==> src/rtl/six_step_commutation_pwm_macros.svh <==
// assertion macros for the six-step commutation drive
// used by six_step_commutation_pwm.sv, expects clk and arst_n in scope
`ifndef SIX_STEP_COMMUTATION_PWM_MACROS_SVH
`define SIX_STEP_COMMUTATION_PWM_MACROS_SVH
`ifndef SYNTHESIS
// check on every rising clock edge outside reset
`define SSCP_ASSERT(lbl, prop, msg) \
	lbl: assert property (@(posedge clk) disable iff (!arst_n) prop) else $error(msg);
// check on every rising clock edge, reset included
`define SSCP_ASSERT_ALWAYS(lbl, prop, msg) \
	lbl: assert property (@(posedge clk) prop) else $error(msg);
`else
`define SSCP_ASSERT(lbl, prop, msg)
`define SSCP_ASSERT_ALWAYS(lbl, prop, msg)
`endif
`endif

==> src/rtl/sscp_pkg.sv <==
// shared types, register map and drive tables for the six-step commutation drive
// no dependencies
`timescale 1ns / 1ps
package sscp_pkg;

	localparam int DutyW  = 16;
	localparam int StateW = 4;
	localparam int PhaseW = 3;
	localparam int AddrW  = 4;
	localparam int DataW  = 32;

	// register indexes, paddr[3:2]
	localparam logic [1:0] REG_DUTY_UPPER   = 2'd0;
	localparam logic [1:0] REG_DUTY_LOWER   = 2'd1;
	localparam logic [1:0] REG_TIMER_PERIOD = 2'd2;

	localparam logic [DutyW-1:0] DUTY_UPPER_RST   = 16'd58982;
	localparam logic [DutyW-1:0] DUTY_LOWER_RST   = 16'd6553;
	localparam logic [DutyW-1:0] TIMER_PERIOD_RST = 16'd2000;

	localparam logic [PhaseW-1:0] STATE_LOCK = 3'd6;
	localparam logic [PhaseW-1:0] STATE_FREE = 3'd7;

	typedef struct packed {
		logic [DutyW-1:0] duty_upper;
		logic [DutyW-1:0] duty_lower;
		logic [DutyW-1:0] timer_period;
	} cfg_t;

	typedef struct packed {
		logic [PhaseW-1:0] high_pwm;
		logic [PhaseW-1:0] low_on;
		logic [PhaseW-1:0] fwd;
		logic [PhaseW-1:0] rev;
	} drive_t;

	// bit0 A, bit1 B, bit2 C
	function automatic drive_t drive_lookup(input logic [StateW-1:0] st);
		drive_t d;
		logic [PhaseW-1:0] idx;
		idx = (st > StateW'(STATE_LOCK)) ? STATE_FREE : st[PhaseW-1:0];
		unique case (idx)
			3'd0: d = '{3'b001, 3'b010, 3'd1, 3'd5};
			3'd1: d = '{3'b001, 3'b100, 3'd2, 3'd0};
			3'd2: d = '{3'b010, 3'b100, 3'd3, 3'd1};
			3'd3: d = '{3'b010, 3'b001, 3'd4, 3'd2};
			3'd4: d = '{3'b100, 3'b001, 3'd5, 3'd3};
			3'd5: d = '{3'b100, 3'b010, 3'd0, 3'd4};
			3'd6: d = '{3'b000, 3'b111, STATE_FREE, STATE_FREE};
			default: d = '{3'b000, 3'b000, STATE_FREE, STATE_FREE};
		endcase
		return d;
	endfunction

endpackage

==> src/rtl/sscp_regs.sv <==
// apb register block: duty clamp window and pwm period
// depends on sscp_pkg
`timescale 1ns / 1ps
module sscp_regs (
	input  logic                      clk,
	input  logic                      arst_n,
	input  logic                      psel,
	input  logic                      penable,
	input  logic                      pwrite,
	input  logic [sscp_pkg::AddrW-1:0] paddr,
	input  logic [sscp_pkg::DataW-1:0] pwdata,
	output logic [sscp_pkg::DataW-1:0] prdata,
	output logic                      pready,
	output sscp_pkg::cfg_t            cfg
);

	sscp_pkg::cfg_t cfg_q;
	logic           wr_en;
	logic [1:0]     reg_sel;

	assign pready  = 1'b1;
	assign wr_en   = psel & penable & pwrite;
	assign reg_sel = paddr[3:2];

	always_ff @(posedge clk or negedge arst_n) begin
		if (!arst_n) begin
			cfg_q.duty_upper   <= sscp_pkg::DUTY_UPPER_RST;
			cfg_q.duty_lower   <= sscp_pkg::DUTY_LOWER_RST;
			cfg_q.timer_period <= sscp_pkg::TIMER_PERIOD_RST;
		end else if (wr_en) begin
			unique case (reg_sel)
				sscp_pkg::REG_DUTY_UPPER: cfg_q.duty_upper <= pwdata[sscp_pkg::DutyW-1:0];
				sscp_pkg::REG_DUTY_LOWER: cfg_q.duty_lower <= pwdata[sscp_pkg::DutyW-1:0];
				sscp_pkg::REG_TIMER_PERIOD: cfg_q.timer_period <= pwdata[sscp_pkg::DutyW-1:0];
				default: ;
			endcase
		end
	end

	always_comb begin
		unique case (reg_sel)
			sscp_pkg::REG_DUTY_UPPER: prdata = sscp_pkg::DataW'(cfg_q.duty_upper);
			sscp_pkg::REG_DUTY_LOWER: prdata = sscp_pkg::DataW'(cfg_q.duty_lower);
			sscp_pkg::REG_TIMER_PERIOD: prdata = sscp_pkg::DataW'(cfg_q.timer_period);
			default: prdata = '0;
		endcase
	end

	assign cfg = cfg_q;

endmodule

==> src/rtl/six_step_commutation_pwm.sv <==
// six-step commutation drive: clamp, compare scaling and bridge pattern lookup
// depends on sscp_pkg, sscp_regs and six_step_commutation_pwm_macros.svh
//
// channel   dir  handshake                    beat
// item      in   item_valid / item_ready      phase_state, duty_request
// result    out  result_valid / result_ready  masks, compare_value, applied_*, successors
// apb       in   psel / penable / pready      paddr, pwdata, prdata
//
// one beat per cycle while result_ready is high; items pass the stages below in order
// stages: input register, duty clamp, 16x16 multiply with pattern lookup
// each stage moves when the stage after it is empty or moving, so a stall holds all data
// reset clears the stage valid bits and loads the default clamp window and period
`timescale 1ns / 1ps
`include "six_step_commutation_pwm_macros.svh"
module six_step_commutation_pwm (
	input  logic                        clk,
	input  logic                        arst_n,
	input  logic                        psel,
	input  logic                        penable,
	input  logic                        pwrite,
	input  logic [sscp_pkg::AddrW-1:0]  paddr,
	input  logic [sscp_pkg::DataW-1:0]  pwdata,
	output logic [sscp_pkg::DataW-1:0]  prdata,
	output logic                        pready,
	input  logic                        item_valid,
	output logic                        item_ready,
	input  logic [sscp_pkg::StateW-1:0] phase_state,
	input  logic [sscp_pkg::DutyW-1:0]  duty_request,
	output logic                        result_valid,
	input  logic                        result_ready,
	output logic [sscp_pkg::PhaseW-1:0] high_pwm_mask,
	output logic [sscp_pkg::PhaseW-1:0] low_on_mask,
	output logic [sscp_pkg::DutyW-1:0]  compare_value,
	output logic [sscp_pkg::DutyW-1:0]  applied_duty,
	output logic [sscp_pkg::StateW-1:0] applied_state,
	output logic [sscp_pkg::PhaseW-1:0] forward_state,
	output logic [sscp_pkg::PhaseW-1:0] reverse_state
);

	sscp_pkg::cfg_t cfg;

	logic en_s1, en_s2, en_s3;
	logic valid_s1, valid_s2, valid_s3;

	logic [sscp_pkg::StateW-1:0]  state_s1, state_s2, state_s3;
	logic [sscp_pkg::DutyW-1:0]   req_s1;
	logic [sscp_pkg::DutyW-1:0]   duty_s2, duty_s3;
	logic [2*sscp_pkg::DutyW-1:0] prod_s3;
	sscp_pkg::drive_t             drive_s3;
	logic [sscp_pkg::DutyW-1:0]   duty_clamped;

	sscp_regs u_regs (
		.clk     (clk),
		.arst_n  (arst_n),
		.psel    (psel),
		.penable (penable),
		.pwrite  (pwrite),
		.paddr   (paddr),
		.pwdata  (pwdata),
		.prdata  (prdata),
		.pready  (pready),
		.cfg     (cfg)
	);

	assign en_s3      = !valid_s3 || result_ready;
	assign en_s2      = !valid_s2 || en_s3;
	assign en_s1      = !valid_s1 || en_s2;
	assign item_ready = en_s1;

	// upper bound checked first so an inverted window still resolves
	always_comb begin
		priority if (req_s1 > cfg.duty_upper) begin
			duty_clamped = cfg.duty_upper;
		end else if (req_s1 < cfg.duty_lower) begin
			duty_clamped = cfg.duty_lower;
		end else begin
			duty_clamped = req_s1;
		end
	end

	always_ff @(posedge clk or negedge arst_n) begin
		if (!arst_n) begin
			valid_s1 <= 1'b0;
			valid_s2 <= 1'b0;
			valid_s3 <= 1'b0;
		end else begin
			if (en_s1) valid_s1 <= item_valid;
			if (en_s2) valid_s2 <= valid_s1;
			if (en_s3) valid_s3 <= valid_s2;
		end
	end

	always_ff @(posedge clk) begin
		if (en_s1) begin
			state_s1 <= phase_state;
			req_s1   <= duty_request;
		end
		if (en_s2) begin
			state_s2 <= state_s1;
			duty_s2  <= duty_clamped;
		end
		if (en_s3) begin
			state_s3 <= state_s2;
			duty_s3  <= duty_s2;
			prod_s3  <= (2*sscp_pkg::DutyW)'(duty_s2) *
				(2*sscp_pkg::DutyW)'(cfg.timer_period);
			drive_s3 <= sscp_pkg::drive_lookup(state_s2);
		end
	end

	assign result_valid  = valid_s3;
	assign high_pwm_mask = drive_s3.high_pwm;
	assign low_on_mask   = drive_s3.low_on;
	assign compare_value = prod_s3[2*sscp_pkg::DutyW-1:sscp_pkg::DutyW];
	assign applied_duty  = duty_s3;
	assign applied_state = state_s3;
	assign forward_state = drive_s3.fwd;
	assign reverse_state = drive_s3.rev;

	// a free output stage never blocks the input
	`SSCP_ASSERT(a_ready_chain, result_ready |-> item_ready, "input stalled with output free")
	// a result only appears from an item held in the clamp stage
	`SSCP_ASSERT(a_result_src, $rose(result_valid) |-> $past(valid_s2), "result from empty stage")
	// never drive high and low of one phase, at most one pwm high side
	`SSCP_ASSERT(a_no_shoot,
		result_valid |-> ($onehot0(high_pwm_mask) && ((high_pwm_mask & low_on_mask) == '0)),
		"shoot-through pattern")
	// lock and free codes have no successor rotation
	`SSCP_ASSERT(a_succ_free,
		(result_valid && (applied_state >= sscp_pkg::StateW'(sscp_pkg::STATE_LOCK))) |->
		((forward_state == sscp_pkg::STATE_FREE) && (reverse_state == sscp_pkg::STATE_FREE)),
		"successor for lock or free")
	// pready is tied high
	`SSCP_ASSERT_ALWAYS(a_pready, pready, "pready low")

endmodule
==> config.mk <==
export PLATFORM = sky130hd
export DESIGN_NAME = six_step_commutation_pwm
export DESIGN_NICKNAME = d
export VERILOG_FILES = /design/src/rtl/sscp_pkg.sv /design/src/rtl/sscp_regs.sv /design/src/rtl/six_step_commutation_pwm.sv
export VERILOG_INCLUDE_DIRS = /design/src /design/src/rtl
export SDC_FILE = /design/constraint.sdc
export NUM_CORES = 1
export LEC_CHECK = 0
export ABC_AREA = 1
export BUFFER_PORTS_ARGS = -buffer_cell sky130_fd_sc_hd__clkbuf_2
export CORE_MARGIN = 5
export CORE_UTILIZATION = 45
export DETAILED_ROUTE_END_ITERATION = 16
export SYNTH_ARGS = -nofsm -noshare
export SYNTH_HDL_FRONTEND = slang
export SYNTH_SLANG_ARGS = --single-unit
==> constraint.sdc <==
create_clock -name clk -period 15.8 [get_ports clk]
set_input_delay 1.58 -clock clk [delete_from_list [all_inputs] [get_ports clk]]
set_output_delay 1.58 -clock clk [all_outputs]
set_load 0.01 [all_outputs]
### After elaboration in Yosys (flattened, before gate mapping)

Index checks and enable logic that the tools add are counted.

* register bits: 155
* bits in latches: 0
* memory bits (writable): 0
* memory bits (read-only): 0
* bits of input ports: 63
* output and inout port bits: 83
* word-level logic and storage cells: 47
* memories kept: 0

* add/subtract/negate cells: 0
* multiply operators: 1
* div/mod/pow operators: 0
* order comparisons: 3
* equality and inequality tests: 8
* shifts and indexed selects: 0
* muxes and demuxes: 5
* bitwise logic cells: 2
* reduce and logical (&&, ||, !) cells: 11

Operator list (count)
* 12-bit case mux with 7 select lines: 1
* 16-bit case mux with 3 select lines: 1
* 16-bit by 16-bit multiplier with 32-bit output: 1
* 16-bit 2-to-1 mux: 2
* 16-bit > comparator: 1
* 16-bit < comparator: 1
* 3-bit == test, second input constant: 3
* 3-bit by 2-bit == test with 1-bit output, second input constant: 2
* 2-bit AND reduction: 3
* 4-bit by 3-bit > comparator with 1-bit output, second input constant: 1
* 3-bit by 1-bit == test with 1-bit output, second input constant: 1
* 1-bit zero test: 3
* 3-bit zero test: 1
* 1-bit logical OR: 3
* 3-bit 2-to-1 mux: 1
* 1-bit AND: 2
* 2-bit by 1-bit == test with 1-bit output, second input constant: 1
* 2-bit == test, second input constant: 1
* 2-bit zero test: 1

### Logic depth before layout (Yosys ltp)

* word-level depth: 4
* gate-level depth with buffers: 25
* depth with buffers taken out: 23

### Modules after synthesis

A second synthesis with hierarchy kept.

* cells, all modules: 1926
* area, all modules: 15482.3 sq um

By module, submodules not included
* six_step_commutation_pwm: instances 1, cells each 1624, area an instance 13048.8 sq um, seq. area each 2657.5 sq um
* sscp_regs: instances 1, cells each 302, area an instance 2433.6 sq um, seq. area each 1228.7 sq um

### Worst setup path after synthesis

Ideal clock, no wire load.

* path kind: reg-to-reg
* from: register u_regs.cfg_q, in the netlist u_regs.cfg[7]
* to: register prod_s3[27] (netlist bit) (data pin)
* setup time: 0.252 ns
* arrival: 5.330 ns
* required time: 15.548 ns
* path slack: 10.218 ns
* stages on the path, launching flop included: 24
* buffers on the path: 2
* clock period less this slack: 5.582 ns
* cell sequence: dfstp_2 -> clkbuf_1 -> clkbuf_1 -> nand2_1 -> fa_1 -> inv_1 -> fa_1 -> inv_1 -> fa_1 -> inv_1 -> fa_1 -> fa_1 -> inv_1 -> fa_1 -> inv_1 -> ha_1 -> a21oi_1 -> o21ai_0 -> a21oi_1 -> nor2_1 -> nor2_1 -> nand2_1 -> nand2_1 -> nand2_1

* word-level cells in the longest chain between the ends: 1

RTL lines
* from (decl): line sscp_regs.sv:17 `sscp_pkg::cfg_t cfg_q;`
* 16-bit by 16-bit multiplier with 32-bit output: line six_step_commutation_pwm.sv:105 `prod_s3 <= (2*sscp_pkg::DutyW)'(duty_s2) *`
* to (signal assigned): line six_step_commutation_pwm.sv:105
* to (decl): line six_step_commutation_pwm.sv:48 `logic [2*sscp_pkg::DutyW-1:0] prod_s3;`

No other way between the ends.
A chain may end at the register's enable or synchronous reset.

### Worst setup path in the final report

* from: register duty_s2[11] (netlist bit)
* to: register prod_s3[26] (netlist bit) (data pin)

* word-level cells in the longest chain between the ends: 1

RTL lines
* from (decl): line six_step_commutation_pwm.sv:47 `logic [sscp_pkg::DutyW-1:0] duty_s2, duty_s3;`
* from (signal assigned): line six_step_commutation_pwm.sv:100 `duty_s2 <= duty_clamped;`
* 16-bit by 16-bit multiplier with 32-bit output: line six_step_commutation_pwm.sv:105

No other way between the ends.

==> results by group <==
Die
  • I/O pin cnt: approximately 150
  • Num rows: between 60 and 70
  • Die Height: 194 um
  • Die area: between 30000 and 40000 um^2
  • CORE AREA: between 30000 and 40000 um^2
  • Initial Util: 0.455
  • Chip width: around 190 um

Routing
  • Vias/cell: approximately 4.9
  • Highest Signal Layer: met4
  • DR WL met3: 1790 um
  • Routed length on met2: roughly 18000 um
  • Initial DRC count: roughly 670
  • Final ANT Viol Nets: 0
  • Vias post-DR: 11500
  • Routed wire length: between 30000 and 40000 um
  • DRT met1 WL: 17200 um
  • 1st-pass router iterations: 7
  • Drt drc: 0
  • Avg WL per Cell: about 16 um

Global routing
  • Total grt overflow: 0
  • Vias in the first global route: between 10000 and 15000
  • Antenna violations before repair: 0
  • First-pass GRT wire length: around 63000 um
  • Total GRT Usage: 0.205
  • Largest net degree at the start of global routing: between 50 and 60

Placed design
  • Hpwl dp: around 29000 um
  • Gpl congestion: about 0.85
  • Buffers on Ports: 110
  • Placed Area: 15900 um^2
  • Inst Count DP: between 2000 and 2500

CTS
  • Root Driver: clkbuf_16
  • CTS tree: yes
  • CTS Hold Bufs: 0
  • Clk_lat worst skew: roughly 0.44 ns
  • CTS Buf Count: 17
  • CTS sink cnt: between 100 and 150
  • Clock Path Buffers: 2
  • Clock-pin slew on the worst setup and hold paths: about 0.070 ns
  • Post-CTS sizing: 0
  • H-tree levels: 4
  • Postcts setup bufs: 0

STA
  • Slew Limit Fails: 0
  • Clock Skews: ~0.014 ns
  • Worst relative slew slack: 0.265
  • Tcrit/Tclk final: 0.382
  • Worst-Margin Slew: between 1 and 1.5 ns
  • Final setup violation count: 0
  • Final hold violation count: 0
  • Final period demand of the worst path: 6.03 ns
  • Unrepaired setup endpoints after global routing: false
  • Max Freq: between 0.15 and 0.2 GHz
  • Setup_tns: 0 ns

Synthesis
  • Sequential fraction of the synthesis area: 0.255
  • Cells after Synth: 1867
  • Post-synth top area share: 0.254
  • #FFs+latches synth: about 140
  • Commonest cells in the netlist: nand2_1 (537), inv_1 (465), fa_1 (193), ha_1 (132), edfxtp_1 (86)
  • Post-Syn Area: ~15000 um^2
  • Synth top area cells: fa_1 (25%), edfxtp_1 (17%), nand2_1 (13%)
  • Synth area leader: fa_1
  • Yosys warns: 0
  • Asr flop ratio synth: 0.372
  • Ys flop type: edfxtp_1
  • EDFF count, synth: between 80 and 90
  • Syn Area/Cell: approximately 8 um^2
  • Yosys cell types: 35
  • Most frequent cell after synthesis: nand2_1

Cells and area
  • Finished Cell Area: 16600 um^2
  • N_diodes: 0
  • Filler Cell Count: between 3000 and 4000
  • Layout cell share with drive strength beyond 1: 0.0922
  • Fin nets: approximately 2300
  • Synth-to-Final Area Change: 8.85%
  • Post-Layout Cell Count: roughly 2400
  • Final Util: 0.495

Setup path
  • Critical path required time: 15.99 ns
  • Crit path DAT: around 6.2 ns
  • Startpoint types: flop
  • Critical path type: flop to flop
  • CP max FO: 17
  • Worst setup EP type: flop

Run
  • Max_cap viols: 0

Hold path
  • Tightest Hold Check Type: flop to flop

Outcome
  • Outcome: completed
cell type report:
class                      count  area [um^2]  share of cell area
sequential                   137         3890               0.235
timing repair buffer         114          581              0.0351
tap                          448          561              0.0339
inverter                     467         1750               0.106
clock buffer                  21          482              0.0291
multi-input combinational   1180         9160               0.553
clock inverter                11          133             0.00801
cells by family (layout without fill, tap and decap cells):
logic type | after synthesis | in the layout | synth area share
AO/OA/AOI/OAI | 153 | 153 | 0.0556
XOR/XNOR | 4 | 4 | 0.00230
adder cells (fa/ha/maj) | 325 | 325 | 0.363
buffers and inverters | 565 | 613 | 0.146
flip-flops | 137 | 137 | 0.255
other | 2 | 17 | 0.000494
AND/OR/NAND/NOR | 681 | 681 | 0.178
path summary, 6_finish.rpt:
kind	from	endpoint	slack, ns	cells past startpoint
max	duty_s2[11]	prod_s3[26]	9.77	19
min in group asynchronous	arst_n	u_regs.cfg[43]	1.25	2
max in group asynchronous	arst_n	u_regs.cfg[2]	14.09	2
min	state_s1[0]	state_s2[0]	0.42	0
max reg2reg	duty_s2[11]	prod_s3[26]	9.77	19
min reg2reg	state_s1[0]	state_s2[0]	0.42	0
cell usage in the layout (no fill, tap or decap), types with 2 or more instances in the layout:
cell	Yosys	final
nand2_2	2	3
dfrtp_1	29	29
fa_1	193	193
inv_6	0	4
inv_2	2	2
xor2_1	3	3
clkbuf_2	0	110
o21bai_1	3	3
inv_1	465	465
a21oi_1	47	47
ha_1	132	132
clkbuf_8	0	2
bufinv_16	0	2
a31oi_1	2	2
nor2_1	55	55
buf_4	22	4
o21ai_1	2	2
o21ai_0	71	71
nor3_1	8	8
clkinvlp_4	0	2
o211ai_1	19	19
nand4_1	8	8
clkinv_4	0	2
nand3_1	63	63
o21a_1	3	3
nor2_2	3	3
conb_1	2	17
edfxtp_1	86	86
nand2_1	537	536
a21o_1	6	6
clkbuf_16	0	18
dfstp_2	22	22
worst max-delay path, cell delays in order, from the launching register on:
cell and delay, ns:
edfxtp_1 0.95, nand2_1 0.20, fa_1 0.56, fa_1 0.52, fa_1 0.42, fa_1 0.54, inv_1 0.08, fa_1 0.53
inv_1 0.05, fa_1 0.47, inv_1 0.04, ha_1 0.30, a21oi_1 0.25, o21ai_0 0.22, a21oi_1 0.28, nor2_1 0.08
nor2_1 0.13, nand2_1 0.06, nand2_1 0.05, nand2_1 0.04
state kept, by name (all words and copies together), names as in the netlist:
signal,count
applied_state,4
reverse_state,2
high_pwm_mask,3
state_s2,4
result_valid,1
valid_s2,1
applied_duty,16
valid_s1,1
forward_state,2
state_s1,4
u_regs.cfg,48
low_on_mask,3
req_s1,16
prod_s3,16
duty_s2,16
metal layers:
layer  GRT usage  vias to the layer above
li1            -                     5635
met1       0.278                     5555
met2       0.355                      316
met3      0.0321                       33
met4      0.0393                        0
met5           0                        -
metrics by stage:
step	hold slack (ns)	setup slack [ns]
6_report	0.420	9.77
5_1_grt	0.426	9.50
4_1_cts	0.421	9.81
3_5_place_dp	0.405	9.82
3_3_place_gp	0.402	9.90
2_1_floorplan	0.400	10.22
Power is left out: the tool's default activity adds up to more than one toggle a clock period on the data nets, which glitch-free logic cannot reach.
